<file path="config.mk">
export PLATFORM = sky130hd
export DESIGN_NAME = motion_fault_supervisor_unit
export DESIGN_NICKNAME = d
export VERILOG_FILES = /design/src/hw/rtl/msu_pkg.sv /design/src/hw/rtl/msu_cfg_regs.sv /design/src/hw/rtl/msu_in_stage.sv /design/src/hw/rtl/msu_core.sv /design/src/hw/rtl/motion_fault_supervisor_unit.sv
export SDC_FILE = /design/constraint.sdc
export NUM_CORES = 1
export LEC_CHECK = 0
export BUFFER_PORTS_ARGS = -buffer_cell sky130_fd_sc_hd__buf_4
export CAP_MARGIN = 20
export CORE_MARGIN = 4
export CORE_UTILIZATION = 55
export CTS_CLUSTER_DIAMETER = 200
export DETAILED_ROUTE_END_ITERATION = 8
export PLACE_DENSITY = 0.81
export SYNTH_ARGS = -nofsm -noshare
export SYNTH_HDL_FRONTEND = slang
export SYNTH_SLANG_ARGS = --single-unit
</file>
<file path="constraint.sdc">
create_clock -name clk -period 11.5 [get_ports clk]
set_input_delay 1.15 -clock clk [delete_from_list [all_inputs] [get_ports clk]]
set_output_delay 1.15 -clock clk [all_outputs]
set_load 0.03 [all_outputs]
</file>
<file path="src/hw/rtl/msu_pkg.sv">
// Shared types, codes and constants of the motion fault supervisor.
// No dependencies; every other file of the block imports this package.
`default_nettype none

package msu_pkg;

  // Width of the saturating immobility time counter
  localparam int STILL_W     = 16;
  // Width at which the counter is compared with the 16-bit limit
  localparam int STILL_CMP_W = (STILL_W > 16) ? STILL_W : 16;

  localparam int CFG_IDX_W  = 3;
  localparam int CFG_DATA_W = 16;

  typedef enum logic [3:0] {
    OP_TICK         = 4'd0,
    OP_NOTHING      = 4'd1,
    OP_ERROR_EXIT   = 4'd2,
    OP_START        = 4'd3,
    OP_NEW_ORDER    = 4'd4,
    OP_BRAKING      = 4'd5,
    OP_ARRIVED      = 4'd6,
    OP_ERROR        = 4'd7,
    OP_STOP         = 4'd8,
    OP_ROUND_RETURN = 4'd9
  } op_t;

  typedef enum logic [2:0] {
    MODE_INIT  = 3'd0,
    MODE_IDLE  = 3'd1,
    MODE_TRAJ  = 3'd2,
    MODE_ERROR = 3'd3,
    MODE_ENDED = 3'd4
  } mode_t;

  typedef enum logic [2:0] {
    ACK_NONE  = 3'd0,
    ACK_ASKED = 3'd1,
    ACK_BRAKE = 3'd2,
    ACK_ACKED = 3'd3,
    ACK_CALIB = 3'd4
  } ack_t;

  typedef enum logic [2:0] {
    WARN_NONE     = 3'd0,
    WARN_NEW_TRAJ = 3'd1,
    WARN_BRAKE    = 3'd2,
    WARN_ARRIVED  = 3'd3,
    WARN_CALIB    = 3'd4,
    WARN_ERROR    = 3'd5
  } warn_t;

  typedef enum logic [1:0] {
    CAUSE_NONE   = 2'd0,
    CAUSE_UNABLE = 2'd1,
    CAUSE_IMMOB  = 2'd2,
    CAUSE_ROUNDS = 2'd3
  } cause_t;

  typedef enum logic [2:0] {
    CFG_TRANS_ERR_LIMIT = 3'd0,
    CFG_ROT_ERR_LIMIT   = 3'd1,
    CFG_TRANS_STILL     = 3'd2,
    CFG_ROT_STILL       = 3'd3,
    CFG_IMMOB_LIMIT     = 3'd4,
    CFG_TICK_PERIOD     = 3'd5,
    CFG_MAX_ROUNDS      = 3'd6,
    CFG_CHECK_ENABLE    = 3'd7
  } cfg_idx_t;

  typedef struct packed {
    logic [14:0] trans_error_limit;
    logic [14:0] rot_error_limit;
    logic [14:0] trans_still_speed;
    logic [14:0] rot_still_speed;
    logic [15:0] immobility_limit;
    logic [7:0]  tick_period;
    logic [7:0]  max_round_returns;
    logic        check_enable;
  } cfg_t;

  localparam cfg_t CFG_RESET = '{
    trans_error_limit: 15'd1000,
    rot_error_limit:   15'd1000,
    trans_still_speed: 15'd40,
    rot_still_speed:   15'd40,
    immobility_limit:  16'd2000,
    tick_period:       8'd5,
    max_round_returns: 8'd10,
    check_enable:      1'b1
  };

  typedef struct packed {
    logic [3:0]         opcode;
    logic [2:0]         ack_kind;
    logic               trans_loop_on;
    logic               rot_loop_on;
    logic signed [15:0] trans_deviation;
    logic signed [15:0] rot_deviation;
    logic signed [15:0] trans_speed;
    logic signed [15:0] rot_speed;
    logic               has_arrived;
  } item_t;

  typedef struct packed {
    mode_t  mode;
    warn_t  warning_code;
    cause_t warning_source;
    cause_t fault_cause;
    logic   motion_reset;
    ack_t   ack_status;
  } result_t;

endpackage

`default_nettype wire

</file>
<file path="src/hw/rtl/msu_cfg_regs.sv">
// Configuration register bank of the motion fault supervisor.
// Depends on msu_pkg for the register indexes and the cfg_t layout.
`default_nettype none

module msu_cfg_regs (
  input  logic                           clk,
  input  logic                           rst,
  input  logic                           cfg_we,
  input  logic [msu_pkg::CFG_IDX_W-1:0]  cfg_index,
  input  logic [msu_pkg::CFG_DATA_W-1:0] cfg_data,
  output msu_pkg::cfg_t                  cfg
);
  import msu_pkg::*;

  // Write one register per enabled cycle, truncated to its width
  always_ff @(posedge clk) begin
    if (rst) begin
      cfg <= CFG_RESET;
    end else if (cfg_we) begin
      unique case (cfg_idx_t'(cfg_index))
        CFG_TRANS_ERR_LIMIT: cfg.trans_error_limit <= cfg_data[14:0];
        CFG_ROT_ERR_LIMIT:   cfg.rot_error_limit   <= cfg_data[14:0];
        CFG_TRANS_STILL:     cfg.trans_still_speed <= cfg_data[14:0];
        CFG_ROT_STILL:       cfg.rot_still_speed   <= cfg_data[14:0];
        CFG_IMMOB_LIMIT:     cfg.immobility_limit  <= cfg_data[15:0];
        CFG_TICK_PERIOD:     cfg.tick_period       <= cfg_data[7:0];
        CFG_MAX_ROUNDS:      cfg.max_round_returns <= cfg_data[7:0];
        CFG_CHECK_ENABLE:    cfg.check_enable      <= cfg_data[0];
        default:             cfg <= cfg;
      endcase
    end
  end

endmodule

`default_nettype wire

</file>
<file path="src/hw/rtl/msu_in_stage.sv">
// Input register of the motion fault supervisor: captures one request.
// Depends on msu_pkg for the item_t layout.
`default_nettype none

module msu_in_stage (
  input  logic           clk,
  input  logic           rst,
  input  logic           in_valid,
  output logic           in_ready,
  input  msu_pkg::item_t in_item,
  input  logic           take,
  output logic           stage_valid,
  output msu_pkg::item_t stage_item
);
  import msu_pkg::*;

  // Free when empty or when the held request moves on this cycle
  assign in_ready = !stage_valid || take;

  always_ff @(posedge clk) begin
    if (rst) begin
      stage_valid <= 1'b0;
    end else if (in_ready) begin
      stage_valid <= in_valid;
    end
  end

  // Capture payload on acceptance
  always_ff @(posedge clk) begin
    if (in_valid && in_ready) begin
      stage_item <= in_item;
    end
  end

endmodule

`default_nettype wire

</file>
<file path="src/hw/rtl/msu_core.sv">
// Supervisor state and the single-pass event logic producing one result.
// Depends on msu_pkg for codes, cfg_t, item_t and result_t.
`default_nettype none

module msu_core (
  input  logic             clk,
  input  logic             rst,
  input  msu_pkg::cfg_t    cfg,
  input  msu_pkg::item_t   item,
  input  logic             advance,
  output msu_pkg::result_t result
);
  import msu_pkg::*;

  mode_t              sup_mode, sup_mode_next;
  ack_t               ack_tracker, ack_tracker_next;
  logic               error_sent, error_sent_next;
  cause_t             error_cause, error_cause_next;
  logic [STILL_W-1:0] still_time, still_time_next;
  logic [7:0]         round_returns, round_returns_next;

  warn_t  warn_code;
  cause_t warn_src;
  logic   pulse;

  logic [16:0]        trans_dev_mag, rot_dev_mag, trans_spd_mag, rot_spd_mag;
  logic               fault_unable, fault_immob, fault_rounds, any_fault;
  logic               still;
  logic [STILL_W:0]   still_sum;
  logic [STILL_W-1:0] still_acc, tick_still_time;
  cause_t             first_cause, last_cause;
  ack_t               ack_in;

  // Magnitude of a 16-bit two's complement value, 17 bits wide
  function automatic logic [16:0] mag16(input logic signed [15:0] v);
    logic [16:0] x;
    x = {v[15], v};
    return v[15] ? (17'd0 - x) : x;
  endfunction

  assign trans_dev_mag = mag16(item.trans_deviation);
  assign rot_dev_mag   = mag16(item.rot_deviation);
  assign trans_spd_mag = mag16(item.trans_speed);
  assign rot_spd_mag   = mag16(item.rot_speed);

  // Following error beyond limit on an active position loop
  assign fault_unable =
      (item.trans_loop_on && (trans_dev_mag > {2'b00, cfg.trans_error_limit})) ||
      (item.rot_loop_on   && (rot_dev_mag   > {2'b00, cfg.rot_error_limit}));

  // Still when not arrived and both speeds under four times their threshold
  assign still = !item.has_arrived &&
                 (trans_spd_mag < {cfg.trans_still_speed, 2'b00}) &&
                 (rot_spd_mag   < {cfg.rot_still_speed, 2'b00});

  // Accumulate still time, saturating at full scale
  assign still_sum = {1'b0, still_time} + (STILL_W + 1)'(cfg.tick_period);
  always_comb begin
    if (!still) begin
      still_acc = '0;
    end else if (still_sum[STILL_W]) begin
      still_acc = '1;
    end else begin
      still_acc = still_sum[STILL_W-1:0];
    end
  end

  assign fault_immob = STILL_CMP_W'(still_acc) > STILL_CMP_W'(cfg.immobility_limit);
  assign tick_still_time = fault_immob ? '0 : still_acc;
  assign fault_rounds = round_returns > cfg.max_round_returns;
  assign any_fault = fault_unable || fault_immob || fault_rounds;

  // First fault raises the warning, last one is left as the stored cause
  always_comb begin
    priority if (fault_unable) first_cause = CAUSE_UNABLE;
    else if (fault_immob)      first_cause = CAUSE_IMMOB;
    else                       first_cause = CAUSE_ROUNDS;
    priority if (fault_rounds) last_cause = CAUSE_ROUNDS;
    else if (fault_immob)      last_cause = CAUSE_IMMOB;
    else                       last_cause = CAUSE_UNABLE;
  end

  // Unknown acknowledge kinds are stored as none
  assign ack_in = (item.ack_kind > 3'(ACK_CALIB)) ? ACK_NONE : ack_t'(item.ack_kind);

  // Event decode: next state and warning for this request
  always_comb begin
    sup_mode_next      = sup_mode;
    ack_tracker_next   = ack_tracker;
    error_sent_next    = error_sent;
    error_cause_next   = error_cause;
    still_time_next    = still_time;
    round_returns_next = round_returns;
    warn_code          = WARN_NONE;
    warn_src           = CAUSE_NONE;
    pulse              = 1'b0;

    unique case (op_t'(item.opcode))
      OP_TICK: begin
        if (sup_mode != MODE_ERROR && cfg.check_enable) begin
          still_time_next = tick_still_time;
          if (any_fault) begin
            sup_mode_next    = MODE_ERROR;
            error_cause_next = last_cause;
            if (!error_sent) begin
              pulse            = 1'b1;
              warn_code        = WARN_ERROR;
              warn_src         = first_cause;
              ack_tracker_next = ACK_NONE;
              error_sent_next  = 1'b1;
            end
          end
        end
      end
      OP_NOTHING, OP_ERROR_EXIT, OP_START, OP_NEW_ORDER: begin
        round_returns_next = '0;
        error_sent_next    = 1'b0;
        error_cause_next   = CAUSE_NONE;
        still_time_next    = '0;
        if (op_t'(item.opcode) == OP_ERROR_EXIT || op_t'(item.opcode) == OP_START) begin
          sup_mode_next = MODE_IDLE;
        end
        if (op_t'(item.opcode) == OP_NEW_ORDER) begin
          ack_tracker_next = ack_in;
          warn_code        = WARN_NEW_TRAJ;
          sup_mode_next    = MODE_TRAJ;
        end
      end
      OP_BRAKING: begin
        if (ack_tracker == ACK_ASKED) begin
          warn_code        = WARN_BRAKE;
          warn_src         = error_cause;
          ack_tracker_next = ACK_BRAKE;
        end
      end
      OP_ARRIVED: begin
        if (ack_tracker != ACK_NONE && ack_tracker != ACK_ACKED) begin
          warn_code        = (ack_tracker == ACK_CALIB) ? WARN_CALIB : WARN_ARRIVED;
          warn_src         = error_cause;
          ack_tracker_next = ACK_ACKED;
        end
      end
      OP_ERROR: begin
        sup_mode_next = MODE_ERROR;
        if (!error_sent) begin
          pulse            = 1'b1;
          warn_code        = WARN_ERROR;
          warn_src         = error_cause;
          ack_tracker_next = ACK_NONE;
          error_sent_next  = 1'b1;
        end
      end
      OP_STOP: begin
        sup_mode_next = MODE_ENDED;
      end
      OP_ROUND_RETURN: begin
        if (round_returns != 8'hFF) begin
          round_returns_next = round_returns + 8'd1;
        end
      end
      default: begin
        sup_mode_next = sup_mode;
      end
    endcase
  end

  // Hold state; advance it once per processed request
  always_ff @(posedge clk) begin
    if (rst) begin
      sup_mode      <= MODE_INIT;
      ack_tracker   <= ACK_NONE;
      error_sent    <= 1'b0;
      error_cause   <= CAUSE_NONE;
      still_time    <= '0;
      round_returns <= '0;
    end else if (advance) begin
      sup_mode      <= sup_mode_next;
      ack_tracker   <= ack_tracker_next;
      error_sent    <= error_sent_next;
      error_cause   <= error_cause_next;
      still_time    <= still_time_next;
      round_returns <= round_returns_next;
    end
  end

  assign result.mode           = sup_mode_next;
  assign result.warning_code   = warn_code;
  assign result.warning_source = warn_src;
  assign result.fault_cause    = error_cause_next;
  assign result.motion_reset   = pulse;
  assign result.ack_status     = ack_tracker_next;

endmodule

`default_nettype wire

</file>
<file path="src/hw/rtl/motion_fault_supervisor_unit.sv">
// Motion fault supervisor: one event request in, one result request out.
//
// Input channel (in_valid/in_ready) carries one event: opcode, acknowledge
// kind, loop enables, deviations, speeds and the arrival flag. Each accepted
// request produces exactly one result on the output channel
// (out_valid/out_ready): mode, warning code and source, stored fault cause,
// motion_reset pulse and acknowledge status.
// A request accepted into the input register passes on to the result
// register before its result shows. Throughput is one request per cycle
// while the receiver takes results; the only path between the registers
// is the event decode, a few 17-bit compares and the still-time adder.
// While the receiver stalls, the result register holds its value and the
// input register still takes one more request; in_ready falls only when both
// are full. Configuration writes (cfg_we, cfg_index, cfg_data) take effect
// at the next edge and belong in idle periods.
// Reset (rst, synchronous) empties both registers, returns the supervisor
// to init with no acknowledge, no cause and cleared counters, and restores
// the configuration defaults.
`default_nettype none

module motion_fault_supervisor_unit (
  input  logic                           clk,
  input  logic                           rst,
  input  logic                           cfg_we,
  input  logic [msu_pkg::CFG_IDX_W-1:0]  cfg_index,
  input  logic [msu_pkg::CFG_DATA_W-1:0] cfg_data,
  input  logic                           in_valid,
  output logic                           in_ready,
  input  logic [3:0]                     opcode,
  input  logic [2:0]                     ack_kind,
  input  logic                           trans_loop_on,
  input  logic                           rot_loop_on,
  input  logic signed [15:0]             trans_deviation,
  input  logic signed [15:0]             rot_deviation,
  input  logic signed [15:0]             trans_speed,
  input  logic signed [15:0]             rot_speed,
  input  logic                           has_arrived,
  output logic                           out_valid,
  input  logic                           out_ready,
  output logic [2:0]                     mode,
  output logic [2:0]                     warning_code,
  output logic [1:0]                     warning_source,
  output logic [1:0]                     fault_cause,
  output logic                           motion_reset,
  output logic [2:0]                     ack_status
);
  import msu_pkg::*;

  cfg_t    cfg;
  item_t   in_item, stage_item;
  logic    stage_valid, take;
  result_t core_result, out_result;

  assign in_item = '{
    opcode:          opcode,
    ack_kind:        ack_kind,
    trans_loop_on:   trans_loop_on,
    rot_loop_on:     rot_loop_on,
    trans_deviation: trans_deviation,
    rot_deviation:   rot_deviation,
    trans_speed:     trans_speed,
    rot_speed:       rot_speed,
    has_arrived:     has_arrived
  };

  msu_cfg_regs u_cfg (
    .clk       (clk),
    .rst       (rst),
    .cfg_we    (cfg_we),
    .cfg_index (cfg_index),
    .cfg_data  (cfg_data),
    .cfg       (cfg)
  );

  msu_in_stage u_in (
    .clk         (clk),
    .rst         (rst),
    .in_valid    (in_valid),
    .in_ready    (in_ready),
    .in_item     (in_item),
    .take        (take),
    .stage_valid (stage_valid),
    .stage_item  (stage_item)
  );

  // Advance the held request when the result register is free
  assign take = stage_valid && (!out_valid || out_ready);

  msu_core u_core (
    .clk     (clk),
    .rst     (rst),
    .cfg     (cfg),
    .item    (stage_item),
    .advance (take),
    .result  (core_result)
  );

  // Result register: load on advance, drop when taken
  always_ff @(posedge clk) begin
    if (rst) begin
      out_valid <= 1'b0;
    end else if (take) begin
      out_valid <= 1'b1;
    end else if (out_ready) begin
      out_valid <= 1'b0;
    end
  end

  always_ff @(posedge clk) begin
    if (take) begin
      out_result <= core_result;
    end
  end

  assign mode           = out_result.mode;
  assign warning_code   = out_result.warning_code;
  assign warning_source = out_result.warning_source;
  assign fault_cause    = out_result.fault_cause;
  assign motion_reset   = out_result.motion_reset;
  assign ack_status     = out_result.ack_status;

endmodule

`default_nettype wire

</file>
==> metrics.txt, run 1 <==
first-pass GRT wire length=44400 µm; total setup buffers inserted after CTS=0; WL/cell=15.9 µm; die width=154 µm; Longest Clk Path Bufs=3; vias per cell=5.73; nets@finish=1588; CTS hold repair buffers=0; GRT Total Usage=0.222; vias in the first global route=9207; CTS tree=built; post-CTS sizing=0; setup tns final=0 ps; syn avg cell area=9.13 µm²; Max Cap Viol=0; Antenna Cells=0; critical path class=reg2reg; Filler cells=1720; Reg-to-Reg Start=u_in.stage_item[3]; leak pwr=0.00532 µW; Yosys cell types=74; Worst VDD drop=120 µV; Final Skew=10.6 ps; Slew @ Worst Pin=1120 ps; antenna viol nets, final=0; post-synthesis sequential area ratio=0.441; Top Ports=114; depth of the CTS H-tree=1; flops & latches, synth=216; crit path DAT=7930 ps; routability cong.=0.929; YS warnings=0; Post-Syn Instances=1293; clock-pin slew on the worst setup and hold paths=60 ps; Rows=53; largest net degree at the start of global routing=77; CP Launch Type=flip-flop; die footprint=23900 µm²; Clock Sinks=216; Main synth FF type=dfxtp_1; Crit. End Element=flip-flop; relative slew slack=0.250; Period minus WS final=7500 ps; asr flop ratio synth=0; final hold viol count=0; total gr overflow=0; Core Box Area=21100 µm²; Root Buffer=clkbuf_16; RSZ-0062 raised after global routing=no; Worst EP required=11930 ps; final core occ=0.653; clk_lat worst skew=510 ps; CTS Buf Count=24; Initial Utilization=0.560; power density over the cells=135 nW/µm²; Hold Crit Start=u_cfg.cfg[18]; maximum clock rate=0.133 GHz; CP max FO=22; Via Count=9672; status=finished, final reports clean; PortBufs=113; Initial DRC Count=540; final worst-path cycle share=0.652; Synth Cell Area=11800 µm²; total wire length=26900 µm; worst setup path start=u_in.stage_item[3]; initial antenna violation count=0; final setup vio count=0; drt first pass iters=7; Hold WC Path Type=reg2reg; Post-synth EDFFs=88; share of cells above drive strength 1=0.132; Slew Limit Fails=0; die span in y=154 µm; Area Growth Syn to Fin=16.7%; dpl hpwl=19700 µm; DR DRC count=0
-- layer usage --
metal,up-vias,part of all wire,track usage
li1,4830,-,-
met4,0,0.019,0.0471
met1,4486,0.43,0.295
met2,316,0.49,0.386
met5,-,0,0
met3,40,0.064,0.0339
-- critical path, stage by stage, from the launching register on --
cell and delay, ps:
edfxtp_1 430, or4_1 600, or4_1 500, nor4_2 220, nand2_1 120, or3_1 340, nand2_1 90, xnor2_1 120
ha_1 260, a21o_1 160, a21o_1 170, a2111oi_0 380, o211a_1 210, o211a_1 440, nand2_1 500, nor3_1 340
ha_1 300, a21o_1 200, a2111o_1 380, o32ai_1 350, a21boi_0 140, buf_4 180, nor2b_1 500, nand3_1 300
o22ai_1 190
-- final timing paths --
path              cells past startpoint  slack [ps]                    to
setup / recovery                     24        4000  u_core.still_time[9]
hold reg to reg                       2         450         u_cfg.cfg[18]
setup reg to reg                     24        4000  u_core.still_time[9]
hold / removal                        2         450         u_cfg.cfg[18]
-- Yosys cell counts, types with 13 or more instances --
library cell / number / area [µm²]
dfxtp_1: 128 / 2560
o31ai_1: 23 / 173
mux2i_1: 16 / 160
nand2b_1: 17 / 106
nor2_1: 78 / 293
edfxtp_1: 88 / 2640
a211oi_1: 14 / 105
or3_1: 13 / 81.3
clkbuf_1: 45 / 169
o21ai_0: 53 / 265
nand4_1: 21 / 131
nand2_1: 199 / 747
inv_1: 110 / 413
a21oi_1: 93 / 465
o211ai_1: 28 / 210
nand3_1: 26 / 130
nor3_1: 13 / 65.1
ha_1: 93 / 1160
xnor2_1: 55 / 482
-- layout by cell type, fill, tap and decap left out, types with 12 or more instances in the layout --
cell,netlist,final
a211oi_1,14,14
a21oi_1,93,93
buf_4,0,119
clkbuf_16,0,27
dfxtp_1,128,128
edfxtp_1,88,88
ha_1,93,93
inv_1,110,110
mux2i_1,16,16
nand2_1,199,199
nand2b_1,17,17
nand3_1,26,26
nand4_1,21,21
nor2_1,78,78
nor2b_1,12,12
o211ai_1,28,28
o21ai_0,53,53
o31ai_1,23,23
or3_1,13,13
or4_1,12,12
xnor2_1,55,55
-- power breakdown --
part	total (µW)	internal, µW	leakage, µW	switching [µW]
Sequential	852	828	0.00190	23.6
Clock	797	491	0.000423	307
Combinational	204	89.8	0.00300	114
-- layout make-up --
cell class	count	area [µm²]	area share
Multi-Input combinational cell	921	6020	0.437
Sequential cell	216	5200	0.378
Timing Repair Buffer	123	932	0.0677
Clock buffer	35	776	0.0563
Inverter	110	413	0.0300
Tap cell	275	344	0.0250
Clock inverter	9	77.6	0.00563
-- flip-flops by register name (all words and copies together), names as in the netlist, 3 cells and up --
name / count
ack_status: 3
mode: 3
u_cfg.cfg: 93
u_core.ack_tracker: 3
u_core.round_returns: 8
u_core.still_time: 16
u_core.sup_mode: 3
u_in.stage_item: 74
warning_code: 3
-- logic make-up (layout without fill, tap and decap cells) --
family	after synthesis	in the layout	synth area share
XOR/XNOR	66	66	0.0490
buffers and inverters	157	277	0.0501
other	1	2	0.000318
adder cells (fa/ha/maj)	94	94	0.100
flip-flops	216	216	0.441
multiplexers	17	17	0.0145
AND/OR/NAND/NOR	439	439	0.177
AO/OA/AOI/OAI	303	303	0.168
-- per-stage QoR --
step	total power, µW	setup slack [ps]	area (µm²)	cells	hold WS, ps
2_1_floorplan	994	5260	11800	1294	429
3_3_place_gp	1060	4380	12900	1641	442
3_5_place_dp	1070	4010	12900	1643	448
4_1_cts	1860	4020	13800	1687	457
5_1_grt	1920	3340	13800	1689	477
6_report	1850	4000	13800	1689	454
Power figures use the tool's default switching activity.
==> run 2, diff against run 1 <==
Clock period 11.5 ns to 7.8 ns, I/O delays scaled along.
==> metrics.txt, run 2 (synthesis gave the netlist of run 1 again) <==
total gr overflow=0 (unchanged); most frequent cells in the layout=nand2_1 (199), dfxtp_1 (128), buf_4 (119); leak pwr=0.00527 µW (-0.92%); RSZ-0062 raised after global routing=no; Top Ports=114 (unchanged); Rows=53 (unchanged); cell depth of the worst setup path=25 (+4.2%); Slew Limit Fails=0 (unchanged); Root Buffer=clkbuf_16; final core occ=0.649 (-0.00404); relative slew slack=0.299 (+0.0494); routability cong.=0.921 (-0.82%); Worst Setup Slack, final=571 ps (-3430 ps); Final Skew=13.9 ps (+3.30 ps); Hold WC Path Type=in2reg; final setup vio count=0 (unchanged); total wire length=27000 µm (+0.43%); crit-path max cell delay=590 ps (about the same); maximum clock rate=0.138 GHz (+3.7%); final worst-path cycle share=0.927 (+0.275); Crit path max-delay family=simple AND/OR/NAND/NOR gates; CP max FO=22 (unchanged); antenna viol nets, final=0 (unchanged); Initial DRC Count=720 (+33%); largest registers=u_cfg.cfg (93), u_in.stage_item (74), u_core.still_time (16); drt first pass iters=6 (-1); CTS Buf Count=23 (-4.2%); depth of the CTS H-tree=1 (unchanged); Initial Utilization=0.560 (unchanged); first-pass GRT wire length=44300 µm (-0.33%); clk_lat worst skew=520 ps (about the same); vias per cell=5.71 (-0.26%); Reg-to-Reg Start=u_in.stage_item[3]; PortBufs=113 (unchanged); die width=154 µm (unchanged); reg-to-reg slack, setup=570 ps (-3430 ps); Worst VDD drop=180 µV (+50%); Core Box Area=21100 µm² (unchanged); clock-pin slew on the worst setup and hold paths=60 ps (about the same); Worst EP required=8060 ps (-3870 ps); CP Launch Type=flip-flop; Slew @ Worst Pin=1050 ps (-73.9 ps); Clock Sinks=216 (unchanged); nets@finish=1587 (-0.063%); Max Cap Viol=0 (unchanged); CP max stage cell=or4_1; dpl hpwl=19600 µm (-0.23%); status=finished, final reports clean; CTS tree=built; Longest Clk Path Bufs=3 (unchanged); setup tns final=0 ps (unchanged); GRT Total Usage=0.220 (-0.00173); DR DRC count=0 (unchanged); share of cells above drive strength 1=0.128 (-0.00406); post-place setup slack=621 ps (-3390 ps); Largest register FFs=93 (unchanged); R2R depth=25 (+4.2%); r2r endpoint=warning_source[1]; Area Growth Syn to Fin=15.9%; Biggest register=u_cfg.cfg; power density over the cells=193 nW/µm² (+43%); Worst Path Buf+Inv=2 (+1); commonest non-fill, non-tap cell in the layout=nand2_1; Via Count=9635 (-0.38%); worst hold margin=433 ps (-20.9 ps); die footprint=23900 µm² (unchanged); initial antenna violation count=0 (unchanged); vias in the first global route=9210 (+0.033%); Critical Path End=warning_source[1]; CTS hold repair buffers=0 (unchanged); die span in y=154 µm (unchanged); largest net degree at the start of global routing=77 (unchanged); Crit. End Element=flip-flop; worst setup path start=u_in.stage_item[3]; Overall Power=2640 µW (+42%); Antenna Cells=0 (unchanged); final hold viol count=0 (unchanged); critical path class=reg2reg; crit path DAT=7490 ps (-440 ps); WL/cell=16.0 µm (+0.55%); Period minus WS final=7230 ps (-268 ps)
==> run 2: cell count changes in the layout (fill, tap and decap cells not counted), sizes merged <==
| cell | previous run | this run |
|---|---|---|
| clkbuf | 36 | 37 |
| inv | 112 | 111 |
| clkinvlp | 2 | 1 |
| clkdlybuf4s18 | 0 | 1 |
| clkinv | 4 | 2 |
==> run 2: worst min-delay path by stage <==
stage	start	to	slack (ps)	cells after the start
finish	rot_speed[7]	u_in.stage_item[8]	430	1
global route	rot_speed[4]	u_in.stage_item[5]	420	1
CTS	rot_speed[4]	u_in.stage_item[5]	420	1
detailed placement	u_cfg.cfg[61]	u_cfg.cfg[61]	450	2
global placement	u_cfg.cfg[32]	u_cfg.cfg[32]	440	2
floorplan	u_core.still_time[2]	u_core.still_time[2]	430	2
==> run 2: metal layers <==
layer	part of all wire	global-route usage	up-vias
met5	0	0	-
met4	0.015	0.0450	0
met3	0.069	0.0361	35
met2	0.49	0.384	284
met1	0.42	0.291	4495
li1	-	-	4821
==> run 2: cell type report <==
type | instances | area [µm²]
clock buffer | 37 | 704
clock inverter | 5 | 56.3
fill | 1703 | 7400
inverter | 110 | 413
multi-input combinational | 921 | 6020
sequential | 216 | 5200
tap | 275 | 344
timing repair buffer | 123 | 937
==> run 2: timing repair <==
| action | CTS | global route |
|---|---|---|
| resized for setup | 0 | 1 |
| setup endpoints to repair | 0 | 6 |
| endpoints found under the hold margin | 0 | 0 |
| setup buffers | 0 | 0 |
==> run 2: stage by stage <==
step | instance area (µm²) | cells
after global routing | 13700 | 1687
after detailed placement | 12900 | 1643
final | 13700 | 1687
after global placement | 12900 | 1641
after CTS | 13700 | 1685
after floorplan | 11800 | 1294
==> run 2: worst register-to-register path: cells and delay by family, from the launching register on <==
| family | cells | cell delay [ps] |
|---|---|---|
| AOI/OAI and AO/OA | 10 | 2740 |
| xor gates and xnor gates | 1 | 130 |
| adders and majority gates | 2 | 570 |
| buffers and inverters | 2 | 400 |
| DFF | 1 | 410 |
| and+or+nand+nor | 10 | 2750 |
==> run 2: report_power, final <==
group	internal, µW	leakage (µW)	switching, µW
sequential	1220	0.00190	35.0
clock	651	0.000374	431
combinational	132	0.00300	168
==> run 3, diff against run 2 <==
--- a/config.mk
+++ b/config.mk
@@ -16,2 +16,3 @@
 export SYNTH_HDL_FRONTEND = slang
+export SYNTH_HIERARCHICAL = 1
 export SYNTH_SLANG_ARGS = --single-unit
==> constraint.sdc (replaced) <==
create_clock -name clk -period 7.8 [get_ports clk]
set_input_delay 1.17 -clock clk [delete_from_list [all_inputs] [get_ports clk]]
set_output_delay 1.17 -clock clk [all_outputs]
set_load 0.03 [all_outputs]
==> metrics.txt, run 3 <==
Post-Syn Instances=1252 (-3.2%); die width=157 µm (+1.4%); die footprint=24500 µm² (+2.7%); Final Skew=17.8 ps (+3.88 ps); post-synthesis sequential area ratio=0.429 (-0.0123); Antenna Cells=0 (unchanged); Main synth FF type=dfxtp_1; post-place setup slack=920 ps (+299 ps); syn avg cell area=9.70 µm² (+6.2%); CP Launch Type=flip-flop; Sw Share=0.240 (-0.000333); Period minus WS final=6910 ps (-316 ps); most frequent cells in the layout=dfxtp_1 (128), buf_4 (119), inv_1 (109); post-route cell area=14000 µm² (+2.1%); initial antenna violation count=0 (unchanged); CTS Buf Count=24 (+4.3%); Worst EP required=8220 ps (+160 ps); dpl hpwl=19200 µm (-2.1%); most frequent cells after synthesis=dfxtp_1 (128), inv_1 (109), nand2b_1 (95); Via Count=9207 (-4.4%); Max Cap Viol=0 (unchanged); final hold viol count=0 (unchanged); largest net degree at the start of global routing=93 (+21%); Rows=54 (+1.9%); Core Box Area=21800 µm² (+3.2%); CTS tree=built; clock network power share=0.411 (about the same); Post-DP Area=13200 µm² (+2.2%); Longest Clk Path Bufs=3 (unchanged); Worst VDD drop=186 µV (+3.3%); Crit. End Element=flip-flop; Synth Cell Area=12100 µm² (+2.9%); Slew @ Worst Pin=984 ps (-63.5 ps); drt first pass iters=5 (-1); die span in y=157 µm (+1.4%); Hold WC Path Type=reg2reg; total setup buffers inserted after CTS=0 (unchanged); final setup vio count=0 (unchanged); CP max FO=16 (-27%); Storage cell area=5200 µm² (unchanged); first-pass GRT wire length=42300 µm (-4.6%); total gr overflow=0 (unchanged); Worst Setup Slack, final=887 ps (+316 ps); flops & latches, synth=216 (unchanged); Int Pwr=2050 µW (+2.3%); routability cong.=0.926 (+0.58%); most numerous cell in the Yosys netlist=dfxtp_1; vias in the first global route=8864 (-3.8%); nets@finish=1542 (-2.8%); footprint of the multi-input gates=6320 µm² (+4.9%); largest cells by area after synthesis=edfxtp_1 (22%), dfxtp_1 (21%), ha_1 (9.6%); combinational power share=0.120 (+0.006); antenna viol nets, final=0 (unchanged); critical path class=reg2reg; Yosys top cell area share=0.218 (-0.00625); NetSw=647 µW (+2.1%); relative slew slack=0.336 (+0.0366); worst hold margin=469 ps (+35.7 ps); Seq pwr share=0.469 (-0.007); asr flop ratio synth=0 (unchanged); power density over the cells=193 nW/µm² (+0.12%); Initial DRC Count=564 (-22%); depth of the CTS H-tree=1 (unchanged); status=finished, final reports clean; CTS hold repair buffers=0 (unchanged); Biggest register=u_cfg/cfg; CP max stage cell=or4_4; leak pwr=0.00594 µW (+13%); Root Buffer=clkbuf_16; Overall Power=2700 µW (+2.2%); Largest register FFs=93 (unchanged); Initial Utilization=0.558 (-0.00160); maximum clock rate=0.145 GHz (+4.6%); setup tns final=0 ps (unchanged); final worst-path cycle share=0.886 (-0.0405); PortBufs=113 (unchanged); clk_lat worst skew=520 ps (about the same); Top Ports=114 (unchanged); area leader, netlist=edfxtp_1; WL/cell=15.9 µm (-0.77%); GRT Total Usage=0.209 (-0.0111); share of cells above drive strength 1=0.137 (+0.00851); Slew Limit Fails=0 (unchanged); post-CTS sizing=0 (unchanged); total wire length=26200 µm (-3.1%); Clock Sinks=216 (unchanged); crit path DAT=7330 ps (-160 ps); DR DRC count=0 (unchanged); Yosys cell types=74 (unchanged); clock-pin slew on the worst setup and hold paths=60 ps (about the same); largest registers=u_cfg/cfg (93), u_in/stage_item (74), u_core/still_time (16); YS warnings=6 (+6); commonest non-fill, non-tap cell in the layout=dfxtp_1; vias per cell=5.59 (-2.2%); Filler cells=1716 (+0.76%); RSZ-0062 raised after global routing=no; Area Growth Syn to Fin=15.1%; crit-path max cell delay=590 ps (about the same); Post-synth EDFFs=88 (unchanged)
-- run 3: cell count changes after synthesis, sizes merged, moves of 8 or more --
| cell | change |
|---|---|
| a21oi | -28 |
| buf | +14 |
| clkbuf | -13 |
| mux2i | +78 |
| nand2 | -128 |
| nand2b | +80 |
| nor2 | +12 |
| o211ai | -18 |
| o21ai | +13 |
| o31ai | -13 |
| or4 | -8 |
-- run 3: layout make-up --
class	count	area share
multi-input cells	878	0.452
flip-flops and latches	216	0.373
repair buffers	119	0.0639
clock buffers	36	0.0493
inverters	111	0.0298
well taps	280	0.0251
clock inverters	8	0.00707
-- run 3: logic make-up after synthesis --
kind of cell | Yosys count | synth area share
AOI/OAI and AO/OA | 237 | 0.123
other | 1 | 0.000309
xor gates and xnor gates | 62 | 0.0447
adders and majority gates | 94 | 0.0975
muxes | 94 | 0.0775
buffers and inverters | 159 | 0.0517
DFF | 216 | 0.429
and+or+nand+nor | 389 | 0.177
-- run 3: power groups by stage --
stage                     logic, µW  clock network (µW)  registers, µW
after global routing            362                1180           1270
after CTS                       322                1130           1270
final                           323                1110           1270
after detailed placement        320                   0           1290
after global placement          310                   0           1290
after floorplan                 215                   0           1280
-- run 3: path summary, 6_finish.rpt --
kind / slack, ps / cells after the start / end / startpoint
worst max register to register: 890 / 25 / u_core/ack_tracker[1] / u_in/stage_item[3]
worst min-delay path: 470 / 2 / u_core/still_time[7] / u_core/still_time[7]
worst max-delay path: 890 / 25 / u_core/ack_tracker[1] / u_in/stage_item[3]
worst min register to register: 470 / 2 / u_core/still_time[7] / u_core/still_time[7]
-- run 3: metrics by stage --
| step | utilization | instances |
|---|---|---|
| final | 0.642 | 1648 |
| after global routing | 0.642 | 1648 |
| after CTS | 0.642 | 1647 |
| after detailed placement | 0.606 | 1603 |
| after global placement | 0.606 | 1603 |
| after floorplan | - | 1253 |
-- run 3: worst max-delay path, delay by kind of cell, from the launching register on --
kind | cells | cell delay, ps
and+or+nand+nor | 12 | 3250
AOI/OAI and AO/OA | 9 | 2460
adders and majority gates | 2 | 510
DFF | 1 | 420
xor gates and xnor gates | 1 | 120
buffers and inverters | 1 | 60
-- run 3: layer usage --
layer | part of all wire | vias up | global-route usage | wire [µm]
li1 | - | 4611 | - | -
met1 | 0.44 | 4283 | 0.280 | 11500
met2 | 0.48 | 266 | 0.357 | 12700
met3 | 0.051 | 47 | 0.0277 | 1350
met4 | 0.027 | 0 | 0.0595 | 695
met5 | 0 | - | 0 | 0
